### src/sv/ptdp_pkg.sv
// Package for the periodic task deadline picker.
// Holds table sizing, field widths, action and status codes and shared types.
// No dependencies; every other file of the block but ptdp_ram imports it.
package ptdp_pkg;

    // Table sizing
    localparam int TABLE_DEPTH = 8;
    localparam int IDX_W       = (TABLE_DEPTH > 1) ? $clog2(TABLE_DEPTH) : 1;
    localparam int CNT_W       = $clog2(TABLE_DEPTH + 1);

    // Field widths
    localparam int ACTION_W  = 2;
    localparam int ID_W      = 8;
    localparam int PERIOD_W  = 31;
    localparam int ELAPSED_W = 31;
    localparam int INCR_W    = 16;
    localparam int STATUS_W  = 2;
    localparam int MARGIN_W  = 32;

    // Action codes
    localparam logic [ACTION_W-1:0] ACT_ADD  = 2'd0;
    localparam logic [ACTION_W-1:0] ACT_TICK = 2'd1;
    localparam logic [ACTION_W-1:0] ACT_PICK = 2'd2;
    localparam logic [ACTION_W-1:0] ACT_RUN  = 2'd3;

    // Status codes
    localparam logic [STATUS_W-1:0] STAT_OK        = 2'd0;
    localparam logic [STATUS_W-1:0] STAT_FULL      = 2'd1;
    localparam logic [STATUS_W-1:0] STAT_NOT_FOUND = 2'd2;

    // Margins at or below this floor never qualify for a pick.
    localparam logic signed [MARGIN_W-1:0] MARGIN_FLOOR = -32'sd99999;
    localparam logic [ELAPSED_W-1:0]       ELAPSED_MAX  = '1;

    // Fields of a table entry that are written only when a task is added.
    typedef struct packed {
        logic [ID_W-1:0]     id;
        logic [PERIOD_W-1:0] period;
    } meta_t;

    // One result transaction.
    typedef struct packed {
        logic [ID_W-1:0]            chosen_id;
        logic                       idle;
        logic [STATUS_W-1:0]        status;
        logic signed [MARGIN_W-1:0] deadline_margin;
    } result_t;

    // Memory access requests from the sequencer.
    typedef struct packed {
        logic [IDX_W-1:0]     rd_addr;
        logic [IDX_W-1:0]     wr_addr;
        logic                 meta_we;
        meta_t                meta_wdata;
        logic                 elapsed_we;
        logic [ELAPSED_W-1:0] elapsed_wdata;
    } mem_req_t;

endpackage

### src/sv/ptdp_cmd_if.sv
// Command channel of the periodic task deadline picker.
// Carries valid, ready and one command transaction; depends on ptdp_pkg.
interface ptdp_cmd_if import ptdp_pkg::*; ();
    logic                valid;
    logic                ready;
    logic [ACTION_W-1:0] action;
    logic [ID_W-1:0]     task_id;
    logic [PERIOD_W-1:0] task_period;
    logic [INCR_W-1:0]   time_increment;

    modport source (output valid, action, task_id, task_period, time_increment,
                    input ready);
    modport sink   (input valid, action, task_id, task_period, time_increment,
                    output ready);
endinterface

### src/sv/ptdp_rsp_if.sv
// Response channel of the periodic task deadline picker.
// Carries valid, ready and one result transaction; depends on ptdp_pkg.
interface ptdp_rsp_if import ptdp_pkg::*; ();
    logic                       valid;
    logic                       ready;
    logic [ID_W-1:0]            chosen_id;
    logic                       idle;
    logic [STATUS_W-1:0]        status;
    logic signed [MARGIN_W-1:0] deadline_margin;

    modport source (output valid, chosen_id, idle, status, deadline_margin,
                    input ready);
    modport sink   (input valid, chosen_id, idle, status, deadline_margin,
                    output ready);
endinterface

### src/sv/ptdp_ram.sv
// Generic single-port-write, single-port-read RAM with a registered read.
// No dependencies.
module ptdp_ram #(
    parameter int WIDTH = 8,
    parameter int DEPTH = 8
) (
    input  logic                                       clk,
    input  logic                                       wr_en,
    input  logic [((DEPTH > 1) ? $clog2(DEPTH) : 1)-1:0] wr_addr,
    input  logic [WIDTH-1:0]                           wr_data,
    input  logic [((DEPTH > 1) ? $clog2(DEPTH) : 1)-1:0] rd_addr,
    output logic [WIDTH-1:0]                           rd_data
);
    logic [WIDTH-1:0] mem [DEPTH];

    // Write port and registered read port.
    always_ff @(posedge clk)
    begin
        if (wr_en)
        begin
            mem[wr_addr] <= wr_data;
        end
        rd_data <= mem[rd_addr];
    end
endmodule

### src/sv/ptdp_ctrl.sv
// Sequencer and datapath of the periodic task deadline picker.
// Walks the task table through the two RAMs and holds the result register.
// Depends on ptdp_pkg, ptdp_cmd_if and ptdp_rsp_if.
module ptdp_ctrl import ptdp_pkg::*; (
    input  logic                 clk,
    input  logic                 rst_n,
    ptdp_cmd_if.sink             cmd,
    ptdp_rsp_if.source           rsp,
    output mem_req_t             mem_req,
    input  meta_t                meta_rdata,
    input  logic [ELAPSED_W-1:0] elapsed_rdata
);
    localparam logic [1:0] ST_IDLE = 2'd0;
    localparam logic [1:0] ST_SCAN = 2'd1;
    localparam logic [1:0] ST_HOLD = 2'd2;

    logic [1:0]                 state_reg, state_next;
    logic [CNT_W-1:0]           count_reg, count_next;
    logic [CNT_W-1:0]           issue_reg, issue_next;
    logic                       pend_reg, pend_next;
    logic [IDX_W-1:0]           pend_idx_reg, pend_idx_next;
    logic [ACTION_W-1:0]        act_reg, act_next;
    logic [ID_W-1:0]            id_reg, id_next;
    logic [INCR_W-1:0]          incr_reg, incr_next;
    logic                       found_reg, found_next;
    logic signed [MARGIN_W-1:0] best_reg, best_next;
    logic [IDX_W-1:0]           pick_idx_reg, pick_idx_next;
    logic [ID_W-1:0]            pick_id_reg, pick_id_next;
    result_t                    res_reg, res_next;
    result_t                    out_reg, out_next;
    logic                       out_valid_reg, out_valid_next;

    logic [ELAPSED_W:0]         sat_sum;
    logic [ELAPSED_W-1:0]       sat_elapsed;
    logic signed [MARGIN_W-1:0] margin_cur;
    logic                       scan_done;

    // Entry arithmetic on the data read in the cycle before.
    assign sat_sum     = {1'b0, elapsed_rdata} + (ELAPSED_W + 1)'(incr_reg);
    assign sat_elapsed = sat_sum[ELAPSED_W] ? ELAPSED_MAX : sat_sum[ELAPSED_W-1:0];
    assign margin_cur  = $signed(MARGIN_W'(elapsed_rdata))
                       - $signed(MARGIN_W'(meta_rdata.period));
    assign scan_done   = (issue_reg == count_reg) && !pend_reg;

    // Handshake outputs.
    assign cmd.ready           = (state_reg == ST_IDLE);
    assign rsp.valid           = out_valid_reg;
    assign rsp.chosen_id       = out_reg.chosen_id;
    assign rsp.idle            = out_reg.idle;
    assign rsp.status          = out_reg.status;
    assign rsp.deadline_margin = out_reg.deadline_margin;

    // Next-state logic of the sequencer.
    always_comb
    begin
        state_next     = state_reg;
        count_next     = count_reg;
        issue_next     = issue_reg;
        pend_next      = pend_reg;
        pend_idx_next  = pend_idx_reg;
        act_next       = act_reg;
        id_next        = id_reg;
        incr_next      = incr_reg;
        found_next     = found_reg;
        best_next      = best_reg;
        pick_idx_next  = pick_idx_reg;
        pick_id_next   = pick_id_reg;
        res_next       = res_reg;
        out_next       = out_reg;
        out_valid_next = out_valid_reg && !rsp.ready;

        mem_req               = '0;
        mem_req.rd_addr       = issue_reg[IDX_W-1:0];
        mem_req.wr_addr       = pend_idx_reg;
        mem_req.elapsed_wdata = sat_elapsed;

        unique case (state_reg)
            ST_IDLE:
            begin
                if (cmd.valid)
                begin
                    res_next = '0;
                    if (cmd.action == ACT_ADD)
                    begin
                        // Append at the fill count unless the table is full.
                        if (count_reg == CNT_W'(TABLE_DEPTH))
                        begin
                            res_next.status = STAT_FULL;
                        end
                        else
                        begin
                            mem_req.wr_addr           = count_reg[IDX_W-1:0];
                            mem_req.meta_we           = 1'b1;
                            mem_req.meta_wdata.id     = cmd.task_id;
                            mem_req.meta_wdata.period = cmd.task_period;
                            mem_req.elapsed_we        = 1'b1;
                            mem_req.elapsed_wdata     = '0;
                            count_next                = count_reg + CNT_W'(1);
                        end
                        state_next = ST_HOLD;
                    end
                    else
                    begin
                        act_next      = cmd.action;
                        id_next       = cmd.task_id;
                        incr_next     = cmd.time_increment;
                        issue_next    = '0;
                        pend_next     = 1'b0;
                        found_next    = 1'b0;
                        best_next     = MARGIN_FLOOR;
                        pick_idx_next = '0;
                        pick_id_next  = '0;
                        state_next    = ST_SCAN;
                    end
                end
            end

            ST_SCAN:
            begin
                // Issue one read a cycle over the filled part of the table.
                if (issue_reg < count_reg)
                begin
                    issue_next    = issue_reg + CNT_W'(1);
                    pend_next     = 1'b1;
                    pend_idx_next = issue_reg[IDX_W-1:0];
                end
                else
                begin
                    pend_next = 1'b0;
                end

                // Handle the entry whose data has just arrived.
                if (pend_reg)
                begin
                    if (act_reg == ACT_TICK)
                    begin
                        mem_req.elapsed_we = 1'b1;
                    end
                    else if (act_reg == ACT_PICK)
                    begin
                        if (margin_cur > best_reg)
                        begin
                            found_next    = 1'b1;
                            best_next     = margin_cur;
                            pick_idx_next = pend_idx_reg;
                            pick_id_next  = meta_rdata.id;
                        end
                    end
                    else if (!found_reg && (meta_rdata.id == id_reg))
                    begin
                        found_next    = 1'b1;
                        best_next     = margin_cur;
                        pick_idx_next = pend_idx_reg;
                        pick_id_next  = meta_rdata.id;
                    end
                end

                // End of the walk: clear the chosen task and form the result.
                if (scan_done)
                begin
                    if (found_reg)
                    begin
                        mem_req.elapsed_we    = 1'b1;
                        mem_req.wr_addr       = pick_idx_reg;
                        mem_req.elapsed_wdata = '0;
                    end
                    res_next.chosen_id       = found_reg ? pick_id_reg : '0;
                    res_next.idle            = (act_reg == ACT_PICK) && !found_reg;
                    res_next.status          = ((act_reg == ACT_RUN) && !found_reg)
                                             ? STAT_NOT_FOUND : STAT_OK;
                    res_next.deadline_margin = found_reg ? best_reg : '0;
                    state_next               = ST_HOLD;
                end
            end

            ST_HOLD:
            begin
                // Move the result out once the output register is free.
                if (!out_valid_reg || rsp.ready)
                begin
                    out_next       = res_reg;
                    out_valid_next = 1'b1;
                    state_next     = ST_IDLE;
                end
            end

            default:
            begin
                state_next = ST_IDLE;
            end
        endcase
    end

    // Control registers.
    always_ff @(posedge clk or negedge rst_n)
    begin
        if (!rst_n)
        begin
            state_reg     <= ST_IDLE;
            count_reg     <= '0;
            issue_reg     <= '0;
            pend_reg      <= 1'b0;
            found_reg     <= 1'b0;
            out_valid_reg <= 1'b0;
        end
        else
        begin
            state_reg     <= state_next;
            count_reg     <= count_next;
            issue_reg     <= issue_next;
            pend_reg      <= pend_next;
            found_reg     <= found_next;
            out_valid_reg <= out_valid_next;
        end
    end

    // Payload registers.
    always_ff @(posedge clk)
    begin
        pend_idx_reg <= pend_idx_next;
        act_reg      <= act_next;
        id_reg       <= id_next;
        incr_reg     <= incr_next;
        best_reg     <= best_next;
        pick_idx_reg <= pick_idx_next;
        pick_id_reg  <= pick_id_next;
        res_reg      <= res_next;
        out_reg      <= out_next;
    end
endmodule

### src/sv/periodic_task_deadline_picker.sv
// Periodic task deadline picker: a table of up to TABLE_DEPTH periodic tasks
// kept in two RAMs, one for id and period, one for elapsed time. One command
// transaction is handled at a time. An add passes from acceptance through the
// result register and the output register; for advance time, pick and run by
// id the sequencer first walks the table through the single read port one
// entry a cycle and writes updated elapsed times back behind the reads.
// A finished result waits in an output register, so the next command is
// taken while it is still pending; a result that finds the output register
// still occupied waits until that one is taken.
// Depends on ptdp_pkg, ptdp_cmd_if, ptdp_rsp_if, ptdp_ram and ptdp_ctrl.
module periodic_task_deadline_picker import ptdp_pkg::*; (
    input  logic        clk,
    input  logic        rst_n,
    ptdp_cmd_if.sink    cmd,
    ptdp_rsp_if.source  rsp
);
    mem_req_t             mem_req;
    meta_t                meta_rdata;
    logic [ELAPSED_W-1:0] elapsed_rdata;

    // Sequencer and datapath.
    ptdp_ctrl u_ctrl (
        .clk           (clk),
        .rst_n         (rst_n),
        .cmd           (cmd),
        .rsp           (rsp),
        .mem_req       (mem_req),
        .meta_rdata    (meta_rdata),
        .elapsed_rdata (elapsed_rdata)
    );

    // Id and period of each task.
    ptdp_ram #(
        .WIDTH ($bits(meta_t)),
        .DEPTH (TABLE_DEPTH)
    ) u_meta_ram (
        .clk     (clk),
        .wr_en   (mem_req.meta_we),
        .wr_addr (mem_req.wr_addr),
        .wr_data (mem_req.meta_wdata),
        .rd_addr (mem_req.rd_addr),
        .rd_data (meta_rdata)
    );

    // Elapsed time of each task.
    ptdp_ram #(
        .WIDTH (ELAPSED_W),
        .DEPTH (TABLE_DEPTH)
    ) u_elapsed_ram (
        .clk     (clk),
        .wr_en   (mem_req.elapsed_we),
        .wr_addr (mem_req.wr_addr),
        .wr_data (mem_req.elapsed_wdata),
        .rd_addr (mem_req.rd_addr),
        .rd_data (elapsed_rdata)
    );
endmodule

### src/flat_wrapper.sv
// flat-port wrapper written by rule: the top's interface ports become plain ports
module periodic_task_deadline_picker_flat import ptdp_pkg::*;
  (clk, rst_n, cmd_valid, cmd_action, cmd_task_id, cmd_task_period, cmd_time_increment, cmd_ready, rsp_valid, rsp_chosen_id, rsp_idle, rsp_status, rsp_deadline_margin, rsp_ready);
  ptdp_cmd_if cmd_i ();
  ptdp_rsp_if rsp_i ();
  input  logic clk;
  input  logic rst_n;
  input wire logic [$bits(cmd_i.valid)-1:0] cmd_valid;
  input wire logic [$bits(cmd_i.action)-1:0] cmd_action;
  input wire logic [$bits(cmd_i.task_id)-1:0] cmd_task_id;
  input wire logic [$bits(cmd_i.task_period)-1:0] cmd_task_period;
  input wire logic [$bits(cmd_i.time_increment)-1:0] cmd_time_increment;
  output wire logic [$bits(cmd_i.ready)-1:0] cmd_ready;
  output wire logic [$bits(rsp_i.valid)-1:0] rsp_valid;
  output wire logic [$bits(rsp_i.chosen_id)-1:0] rsp_chosen_id;
  output wire logic [$bits(rsp_i.idle)-1:0] rsp_idle;
  output wire logic [$bits(rsp_i.status)-1:0] rsp_status;
  output wire logic [$bits(rsp_i.deadline_margin)-1:0] rsp_deadline_margin;
  input wire logic [$bits(rsp_i.ready)-1:0] rsp_ready;
  assign cmd_i.valid = cmd_valid;
  assign cmd_i.action = cmd_action;
  assign cmd_i.task_id = cmd_task_id;
  assign cmd_i.task_period = cmd_task_period;
  assign cmd_i.time_increment = cmd_time_increment;
  assign cmd_ready = cmd_i.ready;
  assign rsp_valid = rsp_i.valid;
  assign rsp_chosen_id = rsp_i.chosen_id;
  assign rsp_idle = rsp_i.idle;
  assign rsp_status = rsp_i.status;
  assign rsp_deadline_margin = rsp_i.deadline_margin;
  assign rsp_i.ready = rsp_ready;
  periodic_task_deadline_picker u_core (.clk(clk), .rst_n(rst_n), .cmd(cmd_i), .rsp(rsp_i));
endmodule
### config.mk
export PLATFORM = sky130hd
export DESIGN_NAME = periodic_task_deadline_picker_flat
export DESIGN_NICKNAME = d
export VERILOG_FILES = /design/src/sv/ptdp_pkg.sv /design/src/sv/ptdp_cmd_if.sv /design/src/sv/ptdp_rsp_if.sv /design/src/sv/ptdp_ram.sv /design/src/sv/ptdp_ctrl.sv /design/src/sv/periodic_task_deadline_picker.sv /design/src/flat_wrapper.sv
export SDC_FILE = /design/constraint.sdc
export NUM_CORES = 1
export LEC_CHECK = 0
export BUFFER_PORTS_ARGS = -buffer_cell sky130_fd_sc_hd__buf_2
export CORE_MARGIN = 2
export CORE_UTILIZATION = 30
export DETAILED_ROUTE_END_ITERATION = 16
export HOLD_SLACK_MARGIN = 0.15
export PLACE_DENSITY_LB_ADDON = 0.2
export SYNTH_ARGS = -nofsm -noshare
export SYNTH_HDL_FRONTEND = slang
export SYNTH_HIERARCHICAL = 1
export SYNTH_SLANG_ARGS = --single-unit
export TNS_END_PERCENT = 50
### constraint.sdc
create_clock -name clk -period 6.1 [get_ports clk]
set_clock_uncertainty 0.05 [all_clocks]
set_input_delay 0.61 -clock clk [delete_from_list [all_inputs] [get_ports clk]]
set_output_delay 0.61 -clock clk [all_outputs]
set_load 0.05 [all_outputs]
==> results of run 1 <==
Yosys cell counts, drive strengths merged, types with 3 or more instances:
cell type / n
nand3b: 3
o31ai: 5
o21ai: 33
a21o: 19
edfxtp: 718
o22ai: 4
o21a: 7
xnor2: 30
dfrtp: 13
buf: 33
dfxtp: 70
a21boi: 4
inv: 101
and2: 28
nor4: 6
a222oi: 3
nand2: 48
a211oi: 10
nor2: 57
a31oi: 7
o21bai: 10
nor3: 26
and3: 91
o41ai: 3
xor2: 21
o211ai: 7
mux4: 140
mux2: 71
nor2b: 10
or2: 4
a21oi: 77
a41o: 3
nand4: 16
or3: 4
nand3: 23
clkbuf: 41
ha: 86
nand2b: 29
per-stage QoR:
| step | power (W) | setup slack (ns) |
|---|---|---|
| 2_1_floorplan | 0.0137 | 0.808 |
| 3_3_place_gp | 0.0161 | 0.742 |
| 3_5_place_dp | 0.0162 | 0.663 |
| 4_1_cts | 0.0217 | 0.563 |
| 5_1_grt | 0.0228 | 0.294 |
| 6_report | 0.0214 | 0.907 |
power by group through the flow:
stage | Clock [W] | Combinational [W] | Sequential, W
floorplan | 0 | 0.00566 | 0.00808
global placement | 0 | 0.00779 | 0.00829
detailed placement | 0 | 0.00788 | 0.00832
CTS | 0.00557 | 0.00794 | 0.00821
global route | 0.00577 | 0.00874 | 0.00827
finish | 0.00539 | 0.00786 | 0.00819
final cells by class:
class	instances	area share, %
sequential	801	59.7
multi-input combinational	913	24.1
clock buffer	121	6.36
tap	1488	4.77
timing repair buffer	166	2.76
clock inverter	49	1.33
inverter	102	0.981
worst max path at each step:
stage,cells after the start,end,start
after floorplan,8,u_core/u_meta_ram/mem[0][0],cmd_action[1]
after global placement,18,u_core/u_ctrl/pick_id_reg[0],u_core/u_elapsed_ram/rd_data[0]
after detailed placement,18,u_core/u_ctrl/best_reg[9],u_core/u_elapsed_ram/rd_data[0]
after CTS,17,u_core/u_ctrl/best_reg[9],u_core/u_meta_ram/rd_data[1]
after global routing,18,u_core/u_ctrl/best_reg[8],u_core/u_meta_ram/rd_data[1]
final,18,u_core/u_ctrl/best_reg[9],u_core/u_meta_ram/rd_data[1]
routing by layer:
metal | wire length, µm | vias up | GRT usage (%)
li1 | - | 7855 | -
met1 | 36700 | 9019 | 19.3
met2 | 39100 | 378 | 23.6
met3 | 3010 | 127 | 2.17
met4 | 2030 | 0 | 4.34
met5 | 0 | - | 0
kinds of logic after synthesis:
kind of cell,Yosys count
multiplexers,212
XOR/XNOR,51
adder cells (fa/ha/maj),88
AND/OR/NAND/NOR,351
AO/OA/AOI/OAI,211
buffers and inverters,176
flip-flops,801
what timing repair did:
action	CTS	global route
endpoints found under the hold margin	40	0
endpoints found under the setup margin	0	43
resized for setup	0	1
hold buffers	28	0
==> results_dict.tcl, run 1 <==
set metrics [dict create \
    cts-root-buf "clkbuf_16" \
    multi_input_area_mm2 0.00942 \
    p_seq_share_pct 38.2 \
    numPlacedInstances 3442 \
    grt_max_degree 142 \
    globalRouteOverflowTotal 0 \
    numPortBuffers 105 \
    ir_drop_v 0.000273 \
    cp_top_family "compound AO/OA/AOI/OAI gates" \
    final_common_cell "edfxtp_1" \
    clockBufferDepth 3 \
    die_area_mm2 0.114 \
    synth.area.top_cells "edfxtp_1 65%, mux4_2 5.3%, mux4_1 4.9%" \
    place_area_mm2 0.0358 \
    synth_nets 2039 \
    holdWs_ns 0.365 \
    ys_seq_area_share_pct 69.8 \
    cp_slowest_cell "or3_4" \
    synth_fa_ha_area_share_pct 3.34 \
    avgRoutedWirePerCell_um 22.2 \
    grt_pass1_vias 18200 \
    io_pins 106 \
    synthFlopType "edfxtp_1" \
    syn_area_mm2 0.0334 \
    worstPathMaxFanout 43 \
    num_rows 122 \
    post_cts_buffers 0 \
    largest_reg_flops 312 \
    post-route-min-period_ns 5.19 \
    final_nets 2224 \
    place_hpwl_mm 49.2 \
    synth_xor_area_share_pct 1.34 \
    p_leak_nw 13.9 \
    synth_largest_area_cell "edfxtp_1" \
    rsz0062_at_grt "false" \
    synth_compound_area_share_pct 4.50 \
    status "finished clean" \
    fin_util_pct 35.3 \
    slew_violations 0 \
    area_delta_synth_final_pct 16.9 \
    htreeDepth 3 \
    synth_area_per_cell_um2 17.7 \
    maxCapViolCount 0 \
    yosysWarnings 6 \
    p_int_w 0.0139 \
    holdCritPathClass "reg -> reg" \
    ys_types 82 \
    timing.rr.end "u_core/u_ctrl/best_reg[9]" \
    yosys.area_share.simple_pct 5.81 \
    start_kind "flop" \
    critPathMostFrequentCell "ha_1" \
    layout-drive-gt1-share_pct 22.6 \
    endpoint_kind "flop" \
    grt_pass1_wl_mm 119 \
    final_cell_mix "718 x edfxtp_1, 105 x buf_2, 101 x inv_1, 92 x clkbuf_16, 90 x and3_1" \
    holdPathStages 0 \
    fmaxAchievable_mhz 193 \
    timing.final.hold_violations 0 \
    track_usage_pct 14.3 \
    clkSinkCount 801 \
    synth_top_family_by_area "multiplexers" \
    critPathBufInv 1 \
    fill_cells 10500 \
    synth_edf_count 718 \
    final_area_mm2 0.0390 \
    die_y_um 338 \
    worst_pin_slew_ns 0.984 \
    num_vias 17400 \
    power_density_mw_per_mm2 549 \
    postRouteAntennaNets 0 \
    globalplace.congestion 0.828 \
    min_from "u_core/u_ctrl/res_reg[2]" \
    diodes 0 \
    period_share_pct 85.1 \
    ys_ff_latch 801 \
    rrSetupSlack_ns 0.91 \
    cts_tree "built" \
    netlist_instances 1890 \
    insertion_delay_ns 0.67 \
    synth_top_area_share_pct 64.6 \
    seq_area_mm2 0.0233 \
    r2r_cells 18 \
    final_cells 3640 \
    routed_wirelength_mm 80.8 \
    crit_arrival_ns 5.43 \
    drt_iter0_markers 1145 \
    core_mm2 0.111 \
    min_to "u_core/u_ctrl/rsp.deadline_margin[2]" \
    numCtsBuffers 91 \
    setup_viol 0 \
    clkPwrFrac_pct 25.1 \
    drtPass1Iterations 5 \
    muxShareOfSynthArea_pct 12.8 \
    async_flop_share_pct 1.62 \
    setup-tns-final_ns 0 \
    initial_core_util_pct 30.2 \
    r2r-start "u_core/u_meta_ram/rd_data[1]" \
    clk_pin_slew_ns 0.06 \
    die_x_um 338 \
    path_class "reg -> reg" \
    drt-vias-per-instance 4.77 \
    switching_share_pct 35.3 \
    comb_power_share_pct 36.7 \
    power.switching_w 0.00757 \
    crit_required_ns 6.33 \
    antenna_found_initial 4 \
    relSlewSlack_pct 34.4 \
    drc_errors 0 \
    slowest_delay_ns 0.57 \
    cp_cell_sequence "inv_1 -> ha_1 -> nor2b_1 -> o2111ai_1 -> a211oi_1 -> nor2_2 -> a211oi_2 -> o21ai_0 -> a21oi_1 -> nor2_1 -> ha_1 -> nand4_1 -> nor3_1 -> nor3b_1 -> o311ai_0 -> a21boi_0 -> o22ai_1 -> or3_4" \
]
Note: power is estimated with default switching activity, not from simulation.
==> run 2: changes to the inputs <==
--- a/config.mk
+++ b/config.mk
@@ -5,10 +5,10 @@
 export SDC_FILE = /design/constraint.sdc
 export NUM_CORES = 1
 export LEC_CHECK = 0
-export BUFFER_PORTS_ARGS = -buffer_cell sky130_fd_sc_hd__buf_2
 export CORE_MARGIN = 2
 export CORE_UTILIZATION = 30
 export DETAILED_ROUTE_END_ITERATION = 16
+export DONT_BUFFER_PORTS = 1
 export HOLD_SLACK_MARGIN = 0.15
 export PLACE_DENSITY_LB_ADDON = 0.2
 export SYNTH_ARGS = -nofsm -noshare
==> run 2 against run 1 <==
Global-route usage is 0.12 points lower. Critical path type unchanged. Die area unchanged. Count of clock-buffer cells in the layout rose by 7.
==> results_dict.tcl, run 2 (synthesis gave the netlist of run 1 again) <==
set metrics [dict create \
    grt_max_degree 86 \
    timing.rr.end "u_core/u_ctrl/best_reg[15]" \
    cp_top_family "compound AO/OA/AOI/OAI gates" \
    critPathBufInv 2 \
    routed_wirelength_mm 80.1 \
    final_area_mm2 0.0385 \
    holdWs_ns 0.250 \
    area_delta_synth_final_pct 15.3 \
    place_hpwl_mm 48.5 \
    antenna_found_initial 20 \
    drt_iter0_markers 1186 \
    rsz0062_at_grt "false" \
    start_kind "flop" \
    avgRoutedWirePerCell_um 22.7 \
    core_mm2 0.111 \
    fill_cells 10500 \
    rrSetupSlack_ns 0.79 \
    place_area_mm2 0.0352 \
    postRouteAntennaNets 0 \
    drtPass1Iterations 5 \
    die_x_um 338 \
    numPortBuffers 0 \
    io_pins 106 \
    ir_drop_v 0.000242 \
    holdPathStages 4 \
    cp_cell_sequence "inv_1 -> ha_1 -> inv_1 -> fa_1 -> a211oi_1 -> nor2_1 -> o31ai_2 -> o31ai_1 -> a21oi_1 -> o211ai_1 -> xor2_1 -> ha_1 -> nand4_1 -> nor3_1 -> nor3b_1 -> o311ai_0 -> a21boi_0 -> o22ai_1 -> or3_4" \
    worstPathMaxFanout 43 \
    final_common_cell "edfxtp_1" \
    r2r_cells 19 \
    r2r-start "u_core/u_elapsed_ram/rd_data[0]" \
    largest_reg_flops 312 \
    die_area_mm2 0.114 \
    worst_pin_slew_ns 1.01 \
    grt_pass1_wl_mm 118 \
    period_share_pct 87.1 \
    initial_core_util_pct 30.2 \
    status "finished clean" \
    globalplace.congestion 0.819 \
    numCtsBuffers 90 \
    timing.final.hold_violations 0 \
    clockBufferDepth 3 \
    final_nets 2117 \
    cp_slowest_cell "or3_4" \
    holdCritPathClass "in -> reg" \
    num_vias 17000 \
    drc_errors 0 \
    endpoint_kind "flop" \
    relSlewSlack_pct 32.7 \
    slew_violations 0 \
    fmaxAchievable_mhz 188 \
    p_leak_nw 13.5 \
    cts_tree "built" \
    setup_viol 0 \
    final_cell_mix "718 x edfxtp_1, 100 x inv_1, 90 x clkbuf_16, 90 x and3_1, 86 x ha_1" \
    power_density_mw_per_mm2 556 \
    insertion_delay_ns 0.68 \
    num_rows 122 \
    path_class "reg -> reg" \
    drt-vias-per-instance 4.79 \
    crit_arrival_ns 5.53 \
    globalRouteOverflowTotal 0 \
    min_from "cmd_valid" \
    layout-drive-gt1-share_pct 18.9 \
    slowest_delay_ns 0.58 \
    clk_pin_slew_ns 0.06 \
    maxCapViolCount 0 \
    track_usage_pct 14.2 \
    htreeDepth 3 \
    die_y_um 338 \
    grt_pass1_vias 17700 \
    min_to "u_core/u_ctrl/pend_reg" \
    cts-root-buf "clkbuf_16" \
    fin_util_pct 34.8 \
    setup-tns-final_ns 0 \
    post-route-min-period_ns 5.31 \
    crit_required_ns 6.31 \
    clkSinkCount 801 \
]
-- run 2: cell type report --
type	count	area, µm²	share of cell area [%]
Clock inverter	40	519	1.35
Inverter	102	383	0.994
Timing Repair Buffer	60	533	1.38
Sequential cell	801	23300	60.5
Clock buffer	128	2500	6.51
Tap cell	1488	1860	4.84
Multi-Input combinational cell	913	9390	24.4
Antenna cell	5	12.5	0.0325
-- run 2: worst max-delay path by stage --
stage | startpoint | to | slack [ns] | cells after the start
finish | u_core/u_elapsed_ram/rd_data[0] | u_core/u_ctrl/best_reg[15] | 0.79 | 19
global route | u_core/u_elapsed_ram/rd_data[0] | u_core/u_ctrl/best_reg[15] | 0.22 | 19
CTS | u_core/u_elapsed_ram/rd_data[0] | u_core/u_ctrl/best_reg[15] | 0.49 | 19
global placement | u_core/u_elapsed_ram/rd_data[0] | u_core/u_ctrl/pick_id_reg[5] | 0.69 | 18
floorplan | cmd_action[1] | u_core/u_meta_ram/mem[0][0] | 0.81 | 8
detailed placement | u_core/u_elapsed_ram/rd_data[0] | u_core/u_ctrl/best_reg[9] | 0.58 | 19
-- run 2: repair_timing --
| action | CTS | global route |
|---|---|---|
| endpoints found under the setup margin | 0 | 43 |
| buffers inserted | 0 | 0 |
| hold buffers | 28 | 0 |
| gates resized for setup | 0 | 1 |
| hold endpoints to repair | 42 | 0 |
-- run 2: layer usage --
layer | wire [µm] | global-route usage, % | up-vias
met5 | 97 | 0 | -
li1 | - | - | 7658
met1 | 36100 | 19.0 | 8733
met3 | 3420 | 2.54 | 146
met4 | 2120 | 4.52 | 16
met2 | 38300 | 23.3 | 398
-- run 2: stage by stage --
step                worst slack (ns)  cells  total power [W]
floorplan                      0.808   1890           0.0137
global placement               0.686   3336           0.0160
detailed placement             0.581   3336           0.0161
CTS                            0.491   3532           0.0217
global route                   0.217   3535           0.0227
finish                         0.786   3537           0.0214
-- run 2: worst register-to-register path, stage by stage, from the launching register on --
cell	delay [ns]
dfxtp_1	0.31
inv_1	0.05
ha_1	0.15
inv_1	0.05
fa_1	0.42
a211oi_1	0.22
nor2_1	0.10
o31ai_2	0.45
o31ai_1	0.21
a21oi_1	0.26
o211ai_1	0.14
xor2_1	0.17
ha_1	0.30
nand4_1	0.11
nor3_1	0.30
nor3b_1	0.38
o311ai_0	0.21
a21boi_0	0.18
o22ai_1	0.22
or3_4	0.58
-- run 2: where the power goes --
group | leakage, nW | switching (W) | internal, W | total, W
clock network | 1.47 | 0.00222 | 0.00323 | 0.00545
logic | 4.57 | 0.00458 | 0.00305 | 0.00763
registers | 7.41 | 0.000726 | 0.00761 | 0.00833
total | 13.5 | 0.00753 | 0.0139 | 0.0214
==> run 3: changes to the inputs <==
--- a/config.mk
+++ b/config.mk
@@ -5,6 +5,8 @@
 export SDC_FILE = /design/constraint.sdc
 export NUM_CORES = 1
 export LEC_CHECK = 0
+export CELL_PAD_IN_SITES_DETAIL_PLACEMENT = 1
+export CELL_PAD_IN_SITES_GLOBAL_PLACEMENT = 1
 export CORE_MARGIN = 2
 export CORE_UTILIZATION = 30
 export DETAILED_ROUTE_END_ITERATION = 16
==> run 3 against run 2 <==
Combinational power grew 2.6%. Count of clock-buffer cells in the layout is 14 lower. Global-route usage rose by 0.68 points. First-iteration DRC count up 1.8%. Largest cell class unchanged. Largest power group unchanged. Highest routed layer unchanged.
==> results_dict.tcl, run 3 (synthesis gave the netlist of run 1 again) <==
set metrics [dict create \
    status "finished clean" \
    start_kind "flop" \
    num_vias 17000 \
    io_pins 106 \
    drt-vias-per-instance 4.80 \
    insertion_delay_ns 0.67 \
    r2r-start "u_core/u_elapsed_ram/rd_data[1]" \
    htreeDepth 3 \
    relSlewSlack_pct 28.6 \
    ir_drop_v 0.000249 \
    period_share_pct 92.2 \
    fmaxAchievable_mhz 178 \
    clockBufferDepth 3 \
    clk_pin_slew_ns 0.06 \
    final_nets 2119 \
    r2r_cells 17 \
    avgRoutedWirePerCell_um 23.4 \
    area_delta_synth_final_pct 15.8 \
    grt_pass1_wl_mm 124 \
    globalRouteOverflowTotal 0 \
    post-route-min-period_ns 5.62 \
    rrSetupSlack_ns 0.48 \
    largest_reg_flops 312 \
    worstPathMaxFanout 43 \
    layout-drive-gt1-share_pct 19.3 \
    die_y_um 338 \
    crit_arrival_ns 5.85 \
    rsz0062_at_grt "false" \
    fill_cells 11100 \
    worst_pin_slew_ns 1.06 \
    cts-root-buf "clkbuf_16" \
    grt_pass1_vias 18600 \
    place_hpwl_mm 50.6 \
    timing.rr.end "u_core/u_ctrl/pick_idx_reg[1]" \
    timing.final.hold_violations 0 \
    fin_util_pct 35.0 \
    numPortBuffers 0 \
    endpoint_kind "flop" \
    num_rows 122 \
    die_x_um 338 \
    p_leak_nw 13.5 \
    globalplace.congestion 0.821 \
    setup_viol 0 \
    core_mm2 0.111 \
    holdCritPathClass "in -> reg" \
    final_cell_mix "718 x edfxtp_1, 100 x inv_1, 92 x clkbuf_16, 90 x and3_1, 86 x ha_1" \
    drc_errors 0 \
    antenna_found_initial 24 \
    final_common_cell "edfxtp_1" \
    crit_required_ns 6.32 \
    clkSinkCount 801 \
    track_usage_pct 14.8 \
    initial_core_util_pct 30.2 \
    numCtsBuffers 92 \
    routed_wirelength_mm 83.1 \
    die_area_mm2 0.114 \
    crit_path_end "u_core/u_ctrl/pick_idx_reg[1]" \
    slew_violations 0 \
    post_cts_buffers 0 \
    path_class "reg -> reg" \
    power_density_mw_per_mm2 565 \
    cts_tree "built" \
    postRouteAntennaNets 0 \
    grt_max_degree 86 \
    maxCapViolCount 0 \
    drt_iter0_markers 1207 \
    cp-startpoint "u_core/u_elapsed_ram/rd_data[1]" \
    drtPass1Iterations 6 \
    setup-tns-final_ns 0 \
]
[run 3: changes by cell type in the layout (fill, tap and decap cells not counted), moves of 2 or more]
| cell | before | now |
|---|---|---|
| clkinv_2 | 14 | 16 |
| clkinv_1 | 8 | 13 |
| clkinv_4 | 1 | 5 |
| inv_6 | 3 | 5 |
| clkbuf_16 | 90 | 92 |
| clkbuf_8 | 11 | 6 |
| diode_2 | 5 | 7 |
| bufinv_16 | 8 | 13 |
| clkbuf_1 | 27 | 16 |
| clkinv_16 | 3 | 1 |
[run 3: worst max-delay path, stage by stage, from the launching register on]
cell and delay, ns:
dfxtp_1 0.36, ha_1 0.28, nor2b_1 0.19, o2111ai_1 0.21, a211oi_1 0.51, nor2_2 0.13, a211oi_2 0.37, o21ai_0 0.23
a21oi_1 0.22, nor2_1 0.08, ha_1 0.35, nand4_1 0.16, nor3_1 0.29, nor3b_1 0.35, o311ai_0 0.19, a21boi_0 0.18
o22ai_1 0.22, or3_2 0.87
[run 3: per-stage QoR]
stage          instance area [µm²]  hold slack [ns]  cells  power [W]  worst slack, ns
6_report                     38700            0.253   3544     0.0218            0.476
5_1_grt                      38600            0.250   3537     0.0232           0.0737
4_1_cts                      38600            0.204   3537     0.0222            0.418
3_5_place_dp                 35200            0.265   3336     0.0163            0.483
3_3_place_gp                 35200            0.266   3336     0.0161            0.651
2_1_floorplan                33400            0.264   1890     0.0137            0.808
[run 3: area by class of cell]
type | instances | area [µm²] | area share [%]
flip-flops and latches | 801 | 23300 | 60.3
inverters | 102 | 383 | 0.990
diodes | 7 | 17.5 | 0.0453
repair buffers | 60 | 546 | 1.41
multi-input cells | 913 | 9390 | 24.3
well taps | 1488 | 1860 | 4.82
clock buffers | 114 | 2440 | 6.32
clock inverters | 59 | 727 | 1.88
[run 3: how the worst min path moves through the flow]
stage	startpoint	end	slack, ns	depth (start not counted)
after floorplan	rst_n	u_core/u_ctrl/count_reg[0]	0.26	0
after global placement	rst_n	u_core/u_ctrl/state_reg[1]	0.27	0
after detailed placement	rst_n	u_core/u_ctrl/state_reg[1]	0.27	0
after CTS	cmd_action[0]	u_core/u_ctrl/state_reg[0]	0.20	2
after global routing	cmd_action[0]	u_core/u_ctrl/state_reg[0]	0.25	2
final	cmd_action[0]	u_core/u_ctrl/state_reg[0]	0.25	2
[run 3: repair_timing]
| item | 4_1_cts | 5_1_grt |
|---|---|---|
| resized for setup | 0 | 0 |
| hold buffers | 28 | 0 |
| endpoints found under the hold margin | 42 | 0 |
[run 3: per-layer routing]
metal	track usage, %	wire length [µm]	up-vias
li1	-	-	7674
met5	0	136	-
met3	2.83	3600	137
met1	19.5	37000	8873
met4	4.64	1890	20
met2	24.7	40500	304
[run 3: report_power, final]
part           switching [W]  internal (W)  total (W)
logic                0.00476       0.00306    0.00783
registers           0.000679       0.00761    0.00829
clock network        0.00228       0.00343    0.00572
total                0.00773        0.0141     0.0218
